File: src/rtl/core/circuit_depth_levelizer_core_defines.svh
`ifndef CIRCUIT_DEPTH_LEVELIZER_CORE_DEFINES_SVH
`define CIRCUIT_DEPTH_LEVELIZER_CORE_DEFINES_SVH

// implication checked on every rising clock edge, held off while reset is low
`define CDL_ASSERT(lbl, prop, msg) \
    lbl: assert property (@(posedge i_clk) disable iff (!i_rst_n) (prop)) else $error(msg);

// same check, only where the enable term holds
`define CDL_ASSERT_IF(lbl, en, prop, msg) \
    `CDL_ASSERT(lbl, (en) |-> (prop), msg)

`endif

File: src/rtl/core/cdl_pkg.sv
`default_nettype none

package cdl_pkg;

    localparam int QUBIT_SLOTS = 64;
    localparam int LEVEL_BITS  = 16;
    localparam int ADDR_W      = $clog2(QUBIT_SLOTS);

    localparam int QB_W  = 6;
    localparam int NQ_W  = 6;
    localparam int ERR_W = 2;
    localparam int OUT_W = 16;

    localparam int IN_TDATA_W  = 16;
    localparam int OUT_TDATA_W = 32;

    localparam logic [NQ_W-1:0]       NQ_RESET  = NQ_W'(62);
    localparam logic [QB_W:0]         SLOTS_EXT = (QB_W + 1)'(QUBIT_SLOTS);
    localparam logic [LEVEL_BITS-1:0] LEVEL_MAX = {LEVEL_BITS{1'b1}};

    localparam logic [ERR_W-1:0] ERR_NONE  = 2'd0;
    localparam logic [ERR_W-1:0] ERR_RANGE = 2'd1;
    localparam logic [ERR_W-1:0] ERR_SAME  = 2'd2;

    typedef struct packed {
        logic capture;
        logic rd;
        logic calc;
        logic wr2;
        logic load_out;
    } t_cmd;

    typedef struct packed {
        logic err_none;
        logic two;
        logic out_free;
    } t_status;

endpackage

`default_nettype wire

File: src/rtl/core/cdl_ctrl.sv
`default_nettype none
`include "circuit_depth_levelizer_core_defines.svh"

module cdl_ctrl import cdl_pkg::*; (
    input  logic    i_clk,
    input  logic    i_rst_n,
    input  logic    i_in_valid,
    output logic    o_in_ready,
    input  t_status i_status,
    output t_cmd    o_cmd
);

    localparam logic [2:0] S_IDLE = 3'd0;
    localparam logic [2:0] S_RD   = 3'd1;
    localparam logic [2:0] S_CALC = 3'd2;
    localparam logic [2:0] S_WR2  = 3'd3;
    localparam logic [2:0] S_DONE = 3'd4;

    logic [2:0] r_state;
    logic [2:0] n_state;

    always_comb begin
        n_state    = r_state;
        o_cmd      = '0;
        o_in_ready = 1'b0;
        case (r_state)
            S_IDLE: begin
                o_in_ready = 1'b1;
                if (i_in_valid) begin
                    o_cmd.capture = 1'b1;
                    n_state       = S_RD;
                end
            end
            S_RD: begin
                o_cmd.rd = 1'b1;
                n_state  = i_status.err_none ? S_CALC : S_DONE;
            end
            S_CALC: begin
                o_cmd.calc = 1'b1;
                n_state    = i_status.two ? S_WR2 : S_DONE;
            end
            S_WR2: begin
                o_cmd.wr2 = 1'b1;
                n_state   = S_DONE;
            end
            S_DONE: begin
                if (i_status.out_free) begin
                    o_cmd.load_out = 1'b1;
                    n_state        = S_IDLE;
                end
            end
            default: begin
                n_state = S_IDLE;
            end
        endcase
    end

    always_ff @(posedge i_clk) begin
        if (!i_rst_n) begin
            r_state <= S_IDLE;
        end else begin
            r_state <= n_state;
        end
    end

    `CDL_ASSERT(a_accept_to_rd, (i_in_valid && o_in_ready) |=> (r_state == S_RD), "no read after transfer")
    `CDL_ASSERT(a_done_holds, (r_state == S_DONE && !i_status.out_free) |=> (r_state == S_DONE), "result dropped while output busy")
    `CDL_ASSERT_IF(a_calc_after_rd, r_state == S_CALC, $past(r_state) == S_RD, "calc without read")

endmodule

`default_nettype wire

File: src/rtl/core/cdl_datapath.sv
`default_nettype none
`include "circuit_depth_levelizer_core_defines.svh"

module cdl_datapath import cdl_pkg::*; (
    input  logic              i_clk,
    input  logic              i_rst_n,
    input  logic              i_cfg_we,
    input  logic [NQ_W-1:0]   i_cfg_wdata,
    input  logic              i_two,
    input  logic [QB_W-1:0]   i_qa,
    input  logic [QB_W-1:0]   i_qb,
    input  t_cmd              i_cmd,
    output t_status           o_status,
    output logic              o_valid,
    input  logic              i_ready,
    output logic [ERR_W-1:0]  o_err,
    output logic [OUT_W-1:0]  o_level,
    output logic [OUT_W-1:0]  o_depth
);

    logic [NQ_W-1:0]       r_num_q;
    logic                  r_two;
    logic [ADDR_W-1:0]     r_qa;
    logic [ADDR_W-1:0]     r_qb;
    logic [ERR_W-1:0]      r_err;
    logic [LEVEL_BITS-1:0] r_rd_a;
    logic [LEVEL_BITS-1:0] r_rd_b;
    logic                  r_rd_a_vld;
    logic                  r_rd_b_vld;
    logic [LEVEL_BITS-1:0] r_level;
    logic [LEVEL_BITS-1:0] r_depth;
    logic [QUBIT_SLOTS-1:0] r_vld;
    logic [LEVEL_BITS-1:0] r_mem [QUBIT_SLOTS];
    logic                  r_out_valid;
    logic [ERR_W-1:0]      r_out_err;
    logic [OUT_W-1:0]      r_out_level;
    logic [OUT_W-1:0]      r_out_depth;

    logic                  ok_a;
    logic                  ok_b;
    logic [ERR_W-1:0]      n_err;
    logic [LEVEL_BITS-1:0] m_a;
    logic [LEVEL_BITS-1:0] m_b;
    logic [LEVEL_BITS-1:0] m_max;
    logic [LEVEL_BITS-1:0] n_level;
    logic                  wr_en;
    logic [ADDR_W-1:0]     wr_addr;
    logic [LEVEL_BITS-1:0] wr_data;

    // operand checks, range before distinctness
    always_comb begin
        ok_a = ({1'b0, i_qa} < {1'b0, r_num_q}) && ({1'b0, i_qa} < SLOTS_EXT);
        ok_b = ({1'b0, i_qb} < {1'b0, r_num_q}) && ({1'b0, i_qb} < SLOTS_EXT);
        if (!ok_a || (i_two && !ok_b)) begin
            n_err = ERR_RANGE;
        end else if (i_two && (i_qa == i_qb)) begin
            n_err = ERR_SAME;
        end else begin
            n_err = ERR_NONE;
        end
    end

    // level: one above the later frontier, the first alone for one-qubit gates, saturating
    always_comb begin
        m_a     = r_rd_a_vld ? r_rd_a : '0;
        m_b     = r_rd_b_vld ? r_rd_b : '0;
        m_max   = (r_two && (m_b > m_a)) ? m_b : m_a;
        n_level = (m_max == LEVEL_MAX) ? LEVEL_MAX : m_max + LEVEL_BITS'(1);
    end

    always_comb begin
        wr_en   = i_cmd.calc || i_cmd.wr2;
        wr_addr = i_cmd.wr2 ? r_qb : r_qa;
        wr_data = i_cmd.wr2 ? r_level : n_level;
    end

    always_ff @(posedge i_clk) begin
        if (!i_rst_n) begin
            r_num_q <= NQ_RESET;
        end else if (i_cfg_we) begin
            r_num_q <= i_cfg_wdata;
        end
    end

    always_ff @(posedge i_clk) begin
        if (i_cmd.capture) begin
            r_two <= i_two;
            r_qa  <= i_qa[ADDR_W-1:0];
            r_qb  <= i_qb[ADDR_W-1:0];
            r_err <= n_err;
        end
    end

    // frontier table
    always_ff @(posedge i_clk) begin
        if (wr_en) begin
            r_mem[wr_addr] <= wr_data;
        end
        if (i_cmd.rd) begin
            r_rd_a <= r_mem[r_qa];
            r_rd_b <= r_mem[r_qb];
        end
    end

    always_ff @(posedge i_clk) begin
        if (!i_rst_n) begin
            r_vld      <= '0;
            r_rd_a_vld <= 1'b0;
            r_rd_b_vld <= 1'b0;
        end else begin
            if (wr_en) begin
                r_vld[wr_addr] <= 1'b1;
            end
            if (i_cmd.rd) begin
                r_rd_a_vld <= r_vld[r_qa];
                r_rd_b_vld <= r_vld[r_qb];
            end
        end
    end

    always_ff @(posedge i_clk) begin
        if (!i_rst_n) begin
            r_depth <= '0;
        end else if (i_cmd.calc && (n_level > r_depth)) begin
            r_depth <= n_level;
        end
    end

    always_ff @(posedge i_clk) begin
        if (i_cmd.calc) begin
            r_level <= n_level;
        end
    end

    // output register
    always_ff @(posedge i_clk) begin
        if (!i_rst_n) begin
            r_out_valid <= 1'b0;
        end else if (i_cmd.load_out) begin
            r_out_valid <= 1'b1;
        end else if (i_ready) begin
            r_out_valid <= 1'b0;
        end
    end

    always_ff @(posedge i_clk) begin
        if (i_cmd.load_out) begin
            r_out_err   <= r_err;
            r_out_level <= (r_err == ERR_NONE) ? OUT_W'(r_level) : '0;
            r_out_depth <= OUT_W'(r_depth);
        end
    end

    always_comb begin
        o_status.err_none = (r_err == ERR_NONE);
        o_status.two      = r_two;
        o_status.out_free = !r_out_valid || i_ready;
    end

    assign o_valid = r_out_valid;
    assign o_err   = r_out_err;
    assign o_level = r_out_level;
    assign o_depth = r_out_depth;

    `CDL_ASSERT_IF(a_reject_level_zero, r_out_valid && (r_out_err != ERR_NONE), r_out_level == '0, "rejected gate with nonzero level")
    `CDL_ASSERT_IF(a_level_within_depth, r_out_valid, r_out_level <= r_out_depth, "gate level above circuit depth")
    `CDL_ASSERT(a_depth_monotonic, 1'b1 |=> (r_depth >= $past(r_depth)), "circuit depth decreased")

endmodule

`default_nettype wire

File: src/rtl/core/circuit_depth_levelizer_core.sv
// sequence: input transfer, frontier read, level calculation, second write for a
// two-qubit gate only, then result loaded into the output register once it is free;
// a rejected gate skips calculation and writes; no new gate is taken until the
// result is loaded, as set by the sequential controller
// reset (synchronous, active low): frontier valid bits and depth cleared at
// once, qubit count back to 62, output empty; no clearing pass needed
`default_nettype none

module circuit_depth_levelizer_core import cdl_pkg::*; (
    input  logic                   i_clk,
    input  logic                   i_rst_n,
    input  logic                   i_cfg_we,
    input  logic [NQ_W-1:0]        i_cfg_wdata,
    input  logic                   s_axis_tvalid,
    output logic                   s_axis_tready,
    input  logic [IN_TDATA_W-1:0]  s_axis_tdata,   // qubit_first, qubit_second, zero pad
    input  logic [0:0]             s_axis_tuser,   // two_qubit
    output logic                   m_axis_tvalid,
    input  logic                   m_axis_tready,
    output logic [OUT_TDATA_W-1:0] m_axis_tdata,   // gate_level, circuit_depth
    output logic [ERR_W-1:0]       m_axis_tuser    // error_code
);

    t_cmd             cmd;
    t_status          status;
    logic [OUT_W-1:0] out_level;
    logic [OUT_W-1:0] out_depth;

    cdl_ctrl u_ctrl (
        .i_clk      (i_clk),
        .i_rst_n    (i_rst_n),
        .i_in_valid (s_axis_tvalid),
        .o_in_ready (s_axis_tready),
        .i_status   (status),
        .o_cmd      (cmd)
    );

    cdl_datapath u_datapath (
        .i_clk       (i_clk),
        .i_rst_n     (i_rst_n),
        .i_cfg_we    (i_cfg_we),
        .i_cfg_wdata (i_cfg_wdata),
        .i_two       (s_axis_tuser[0]),
        .i_qa        (s_axis_tdata[QB_W-1:0]),
        .i_qb        (s_axis_tdata[2*QB_W-1:QB_W]),
        .i_cmd       (cmd),
        .o_status    (status),
        .o_valid     (m_axis_tvalid),
        .i_ready     (m_axis_tready),
        .o_err       (m_axis_tuser),
        .o_level     (out_level),
        .o_depth     (out_depth)
    );

    assign m_axis_tdata = {out_depth, out_level};

endmodule

`default_nettype wire
File: config.mk
export PLATFORM = sky130hd
export DESIGN_NAME = circuit_depth_levelizer_core
export DESIGN_NICKNAME = d
export VERILOG_FILES = /design/src/rtl/core/cdl_pkg.sv /design/src/rtl/core/cdl_ctrl.sv /design/src/rtl/core/cdl_datapath.sv /design/src/rtl/core/circuit_depth_levelizer_core.sv
export VERILOG_INCLUDE_DIRS = /design/src /design/src/rtl/core
export SDC_FILE = /design/constraint.sdc
export NUM_CORES = 1
export LEC_CHECK = 0
export BUFFER_PORTS_ARGS = -buffer_cell sky130_fd_sc_hd__clkbuf_2
export CORE_UTILIZATION = 50
export DETAILED_ROUTE_END_ITERATION = 7
export PLACE_DENSITY = 0.67
export SETUP_SLACK_MARGIN = 0.15
export SLEW_MARGIN = 15
export SYNTH_ARGS = -nofsm -noshare
export SYNTH_HDL_FRONTEND = slang
export SYNTH_SLANG_ARGS = --single-unit
File: constraint.sdc
create_clock -name i_clk -period 7.4 [get_ports i_clk]
set_input_delay 0.37 -clock i_clk [delete_from_list [all_inputs] [get_ports i_clk]]
set_output_delay 0.37 -clock i_clk [all_outputs]
set_load 0.005 [all_outputs]
==> impl_metrics.toml <==
[power_and_ir_drop]
pwr_density_cell_nw_per_um2 = 238
switching_share_pct = 22.2
peakVddDrop_mv = 0.191
p_switching_w = 0.00333
p_leak_nw = 21.7
power.internal_w = 0.0117
p_seq_share_pct = 49.9
clockPowerShare_pct = 42.0
p_comb_share_pct = 8.1

[logic_synthesis]
synthTopCellsByArea = "edfxtp_1 60%, mux4_2 29%, dfxtp_1 3.3%"
synth_ff_type = "edfxtp_1"
synthAdderAreaFrac_pct = 0.956
syn_area_per_cell_sq_um = 20.6
muxShareOfSynthArea_pct = 29.0
syn_inst = 2734
synth_edf_count = 1121
synth-compound-area-share_pct = 1.82
ys.warnings.count = 0
synthXorXnorAreaFrac_pct = 0.482
synth_common_cells = "1,121 x edfxtp_1, 714 x mux4_2, 144 x nor2_1"
synthSimpleGateAreaFrac_pct = 2.65
synth.largest_area_cell = "edfxtp_1"
ys_ff_latch = 1213
yosysTopAreaCellShare_pct = 59.8
synth.distinct_cells = 48
async_reset_ff_share_pct = 0
yosysMostFrequentCell = "edfxtp_1"
synth_top_family_by_area = "multiplexers"
syn_nets = 2805
ys_seq_area_share_pct = 63.1
synth_area_sq_um = 56300

[min_path]
hp-class = "in2reg"
min_from = "i_cfg_we"

[die]
io_pins = 64
dieArea_sq_um = 114000
die_w_um = 338
coreArea_sq_um = 111000
die_h_um = 338
rows = 122
start_util_pct = 50.6

[global_routing]
grt_pass1_vias = 31349
antenna_found_initial = 12
grt_use_total_pct = 28.4
grt_start_max_net_pins = 122
grt_overflow = 0
grt_pass1_wl_um = 225000

[drt]
routedWlPerCell_um = 35.6
vias = 30178
route.detailed.drc = 0
drt-pass1-iter-count = 7
drt_iter0_drc = 3892
wirelength_um = 158000
vias_per_cell = 6.82
final_antenna_net_count = 0

[clock_network]
clkSinkCount = 1213
clk_pin_slew_ns = 0.06
root_buffer = "clkbuf_16"
clk_path_buf_depth = 3
numCtsBuffers = 121
tritoncts = "done"
post_cts_buffers = 0
clock_latency_ns = 0.72
htree_levels = 3

[place]
place_congestion = 0.890
io_buffers = 59
detailed_place_hpwl_um = 95000

[worst_setup_path]
path_class = "reg2reg"
cpMaxStageDelayCell = "dfxtp_1"
path_cells = "nand2_1 > inv_1 > ha_1 > nand4_1 > or4_4 > a21o_1 > nand4_2 > o211ai_4 > mux2i_1 > ha_1 > nand4_1 > or3_1 > nor3_1 > nand3_1 > mux2_4 > nand2_1 > ha_1 > a21o_1 > a21o_1 > a21oi_1 > o21ai_0 > and2_1 > or2_2 > a311oi_2"
cp_slowest_stage_delay_ns = 0.76
endpoint = "u_datapath.r_depth[1]"
r2r_start = "u_datapath.r_rd_b_vld"
regToRegEndpoint = "u_datapath.r_depth[1]"
critPathMaxFanout = 21
cp.required_ns = 8.01
critPathCaptureType = "flip-flop"
r2r_setup_slack_ns = 0.72
arrival_ns = 7.29
reg2regPathDepth = 24
crit_start = "u_datapath.r_rd_b_vld"
critPathLaunchType = "flip-flop"

[sta]
fin_skew_ns = 0.0440
final-setup-viol-count = 0
fin_crit_ns = 6.68
setup_tns_ns = 0
hold_violations = 0
fin_hold_ws_ns = 0.0637
max_freq_ghz = 0.150
relSlewSlack_pct = 21.4
grt_setup_unrepaired = "no"
tightest_slew_ns = 1.18
slew_violations = 0
finalCritPeriodShare_pct = 90.3

[job]
max_cap_viol_count = 0

[finish]
multiInputGateArea_sq_um = 20200
nets = 2900
fill_cells = 8174
regArea_sq_um = 35500
syn_to_final_growth_pct = 12.1
drive_gt1_share_pct = 39.2

[run_status]
status = "completed"
## registers in the layout, indices dropped and copies added, names as in the netlist, 16 cells and up
| name | flops |
|---|---|
| u_datapath.o_level | 16 |
| u_datapath.r_rd_b | 16 |
| u_datapath.r_mem | 1024 |
| u_datapath.r_rd_a | 16 |
| u_datapath.r_level | 16 |
| u_datapath.r_depth | 16 |
| u_datapath.r_vld | 64 |
| u_datapath.o_depth | 16 |
## power by group through the flow
stage	sequential, W	clock [W]	combinational [W]
4_1_cts	0.00748	0.00637	0.00122
3_5_place_dp	0.00763	0	0.00121
5_1_grt	0.00748	0.00661	0.00127
2_1_floorplan	0.00761	0	0.000818
3_3_place_gp	0.00763	0	0.00120
6_report	0.00748	0.00630	0.00122
## worst min-delay path by stage
stage | cells after the start | endpoint
floorplan | 0 | u_datapath.o_depth[10]
global placement | 0 | u_datapath.o_depth[5]
detailed placement | 0 | u_datapath.o_depth[13]
CTS | 2 | u_datapath.r_num_q[5]
global route | 2 | u_datapath.r_num_q[5]
finish | 2 | u_datapath.r_num_q[5]
## cell families after synthesis
kind of cell	after synthesis
AO/OA/AOI/OAI	147
buffers and inverters	236
adder cells (fa/ha/maj)	43
multiplexers	737
AND/OR/NAND/NOR	327
flip-flops	1213
XOR/XNOR	31
## through the flow
stage / total power, W / cells / instance area [sq um] / util [%] / setup WS, ns
after floorplan: 0.00843 / 2734 / 56300 / - / 0.533
after global placement: 0.00882 / 4172 / 58800 / 52.9 / 0.636
after detailed placement: 0.00884 / 4172 / 58800 / 52.9 / 0.507
after CTS: 0.0151 / 4419 / 63100 / 56.8 / 0.497
after global routing: 0.0154 / 4420 / 63100 / 56.8 / 0.248
final: 0.0150 / 4425 / 63100 / 56.8 / 0.718
## area by class of cell
type                    count  share of cell area [%]
clock inverters            65                    1.22
inverters                  32                   0.190
repair buffers            176                    2.11
clock buffers             161                    5.18
well taps                1488                    2.95
diodes                      5                  0.0198
flip-flops and latches   1213                    56.3
multi-input cells        1285                    32.1
## cells in the final DEF, fill, tap and decap left out, types with 37 or more instances in the layout
master,instances
edfxtp_1,1121
mux4_2,714
dfxtp_1,91
clkbuf_16,123
buf_4,88
clkbuf_2,59
o21a_1,45
nor2_1,80
ha_1,43
nor2_4,37
nand2_1,71
## what timing repair did
item / CTS / global route
hold buffers: 21 / 0
endpoints found under the hold margin: 21 / 0
endpoints found under the setup margin: 0 / 16
gates resized for setup: 0 / 1
## worst max-delay path, delay by kind of cell, from the launching register on
kind | cells | cell delay [ns]
and+or+nand+nor | 11 | 2.84
AOI/OAI and AO/OA | 7 | 1.36
adders and majority gates | 3 | 0.78
buffers and inverters | 1 | 0.13
DFF | 1 | 0.76
muxes | 2 | 0.68
## metal layers
metal	global-route usage, %	wire length, um	part of all wire [%]	up-vias
met1	37.5	58200	37	16313
li1	-	-	-	11976
met3	5.56	14000	8.9	352
met2	46.4	78100	50	1527
met5	0	77	0.049	-
met4	11.7	7110	4.5	10
Power figures use the tool's default switching activity.
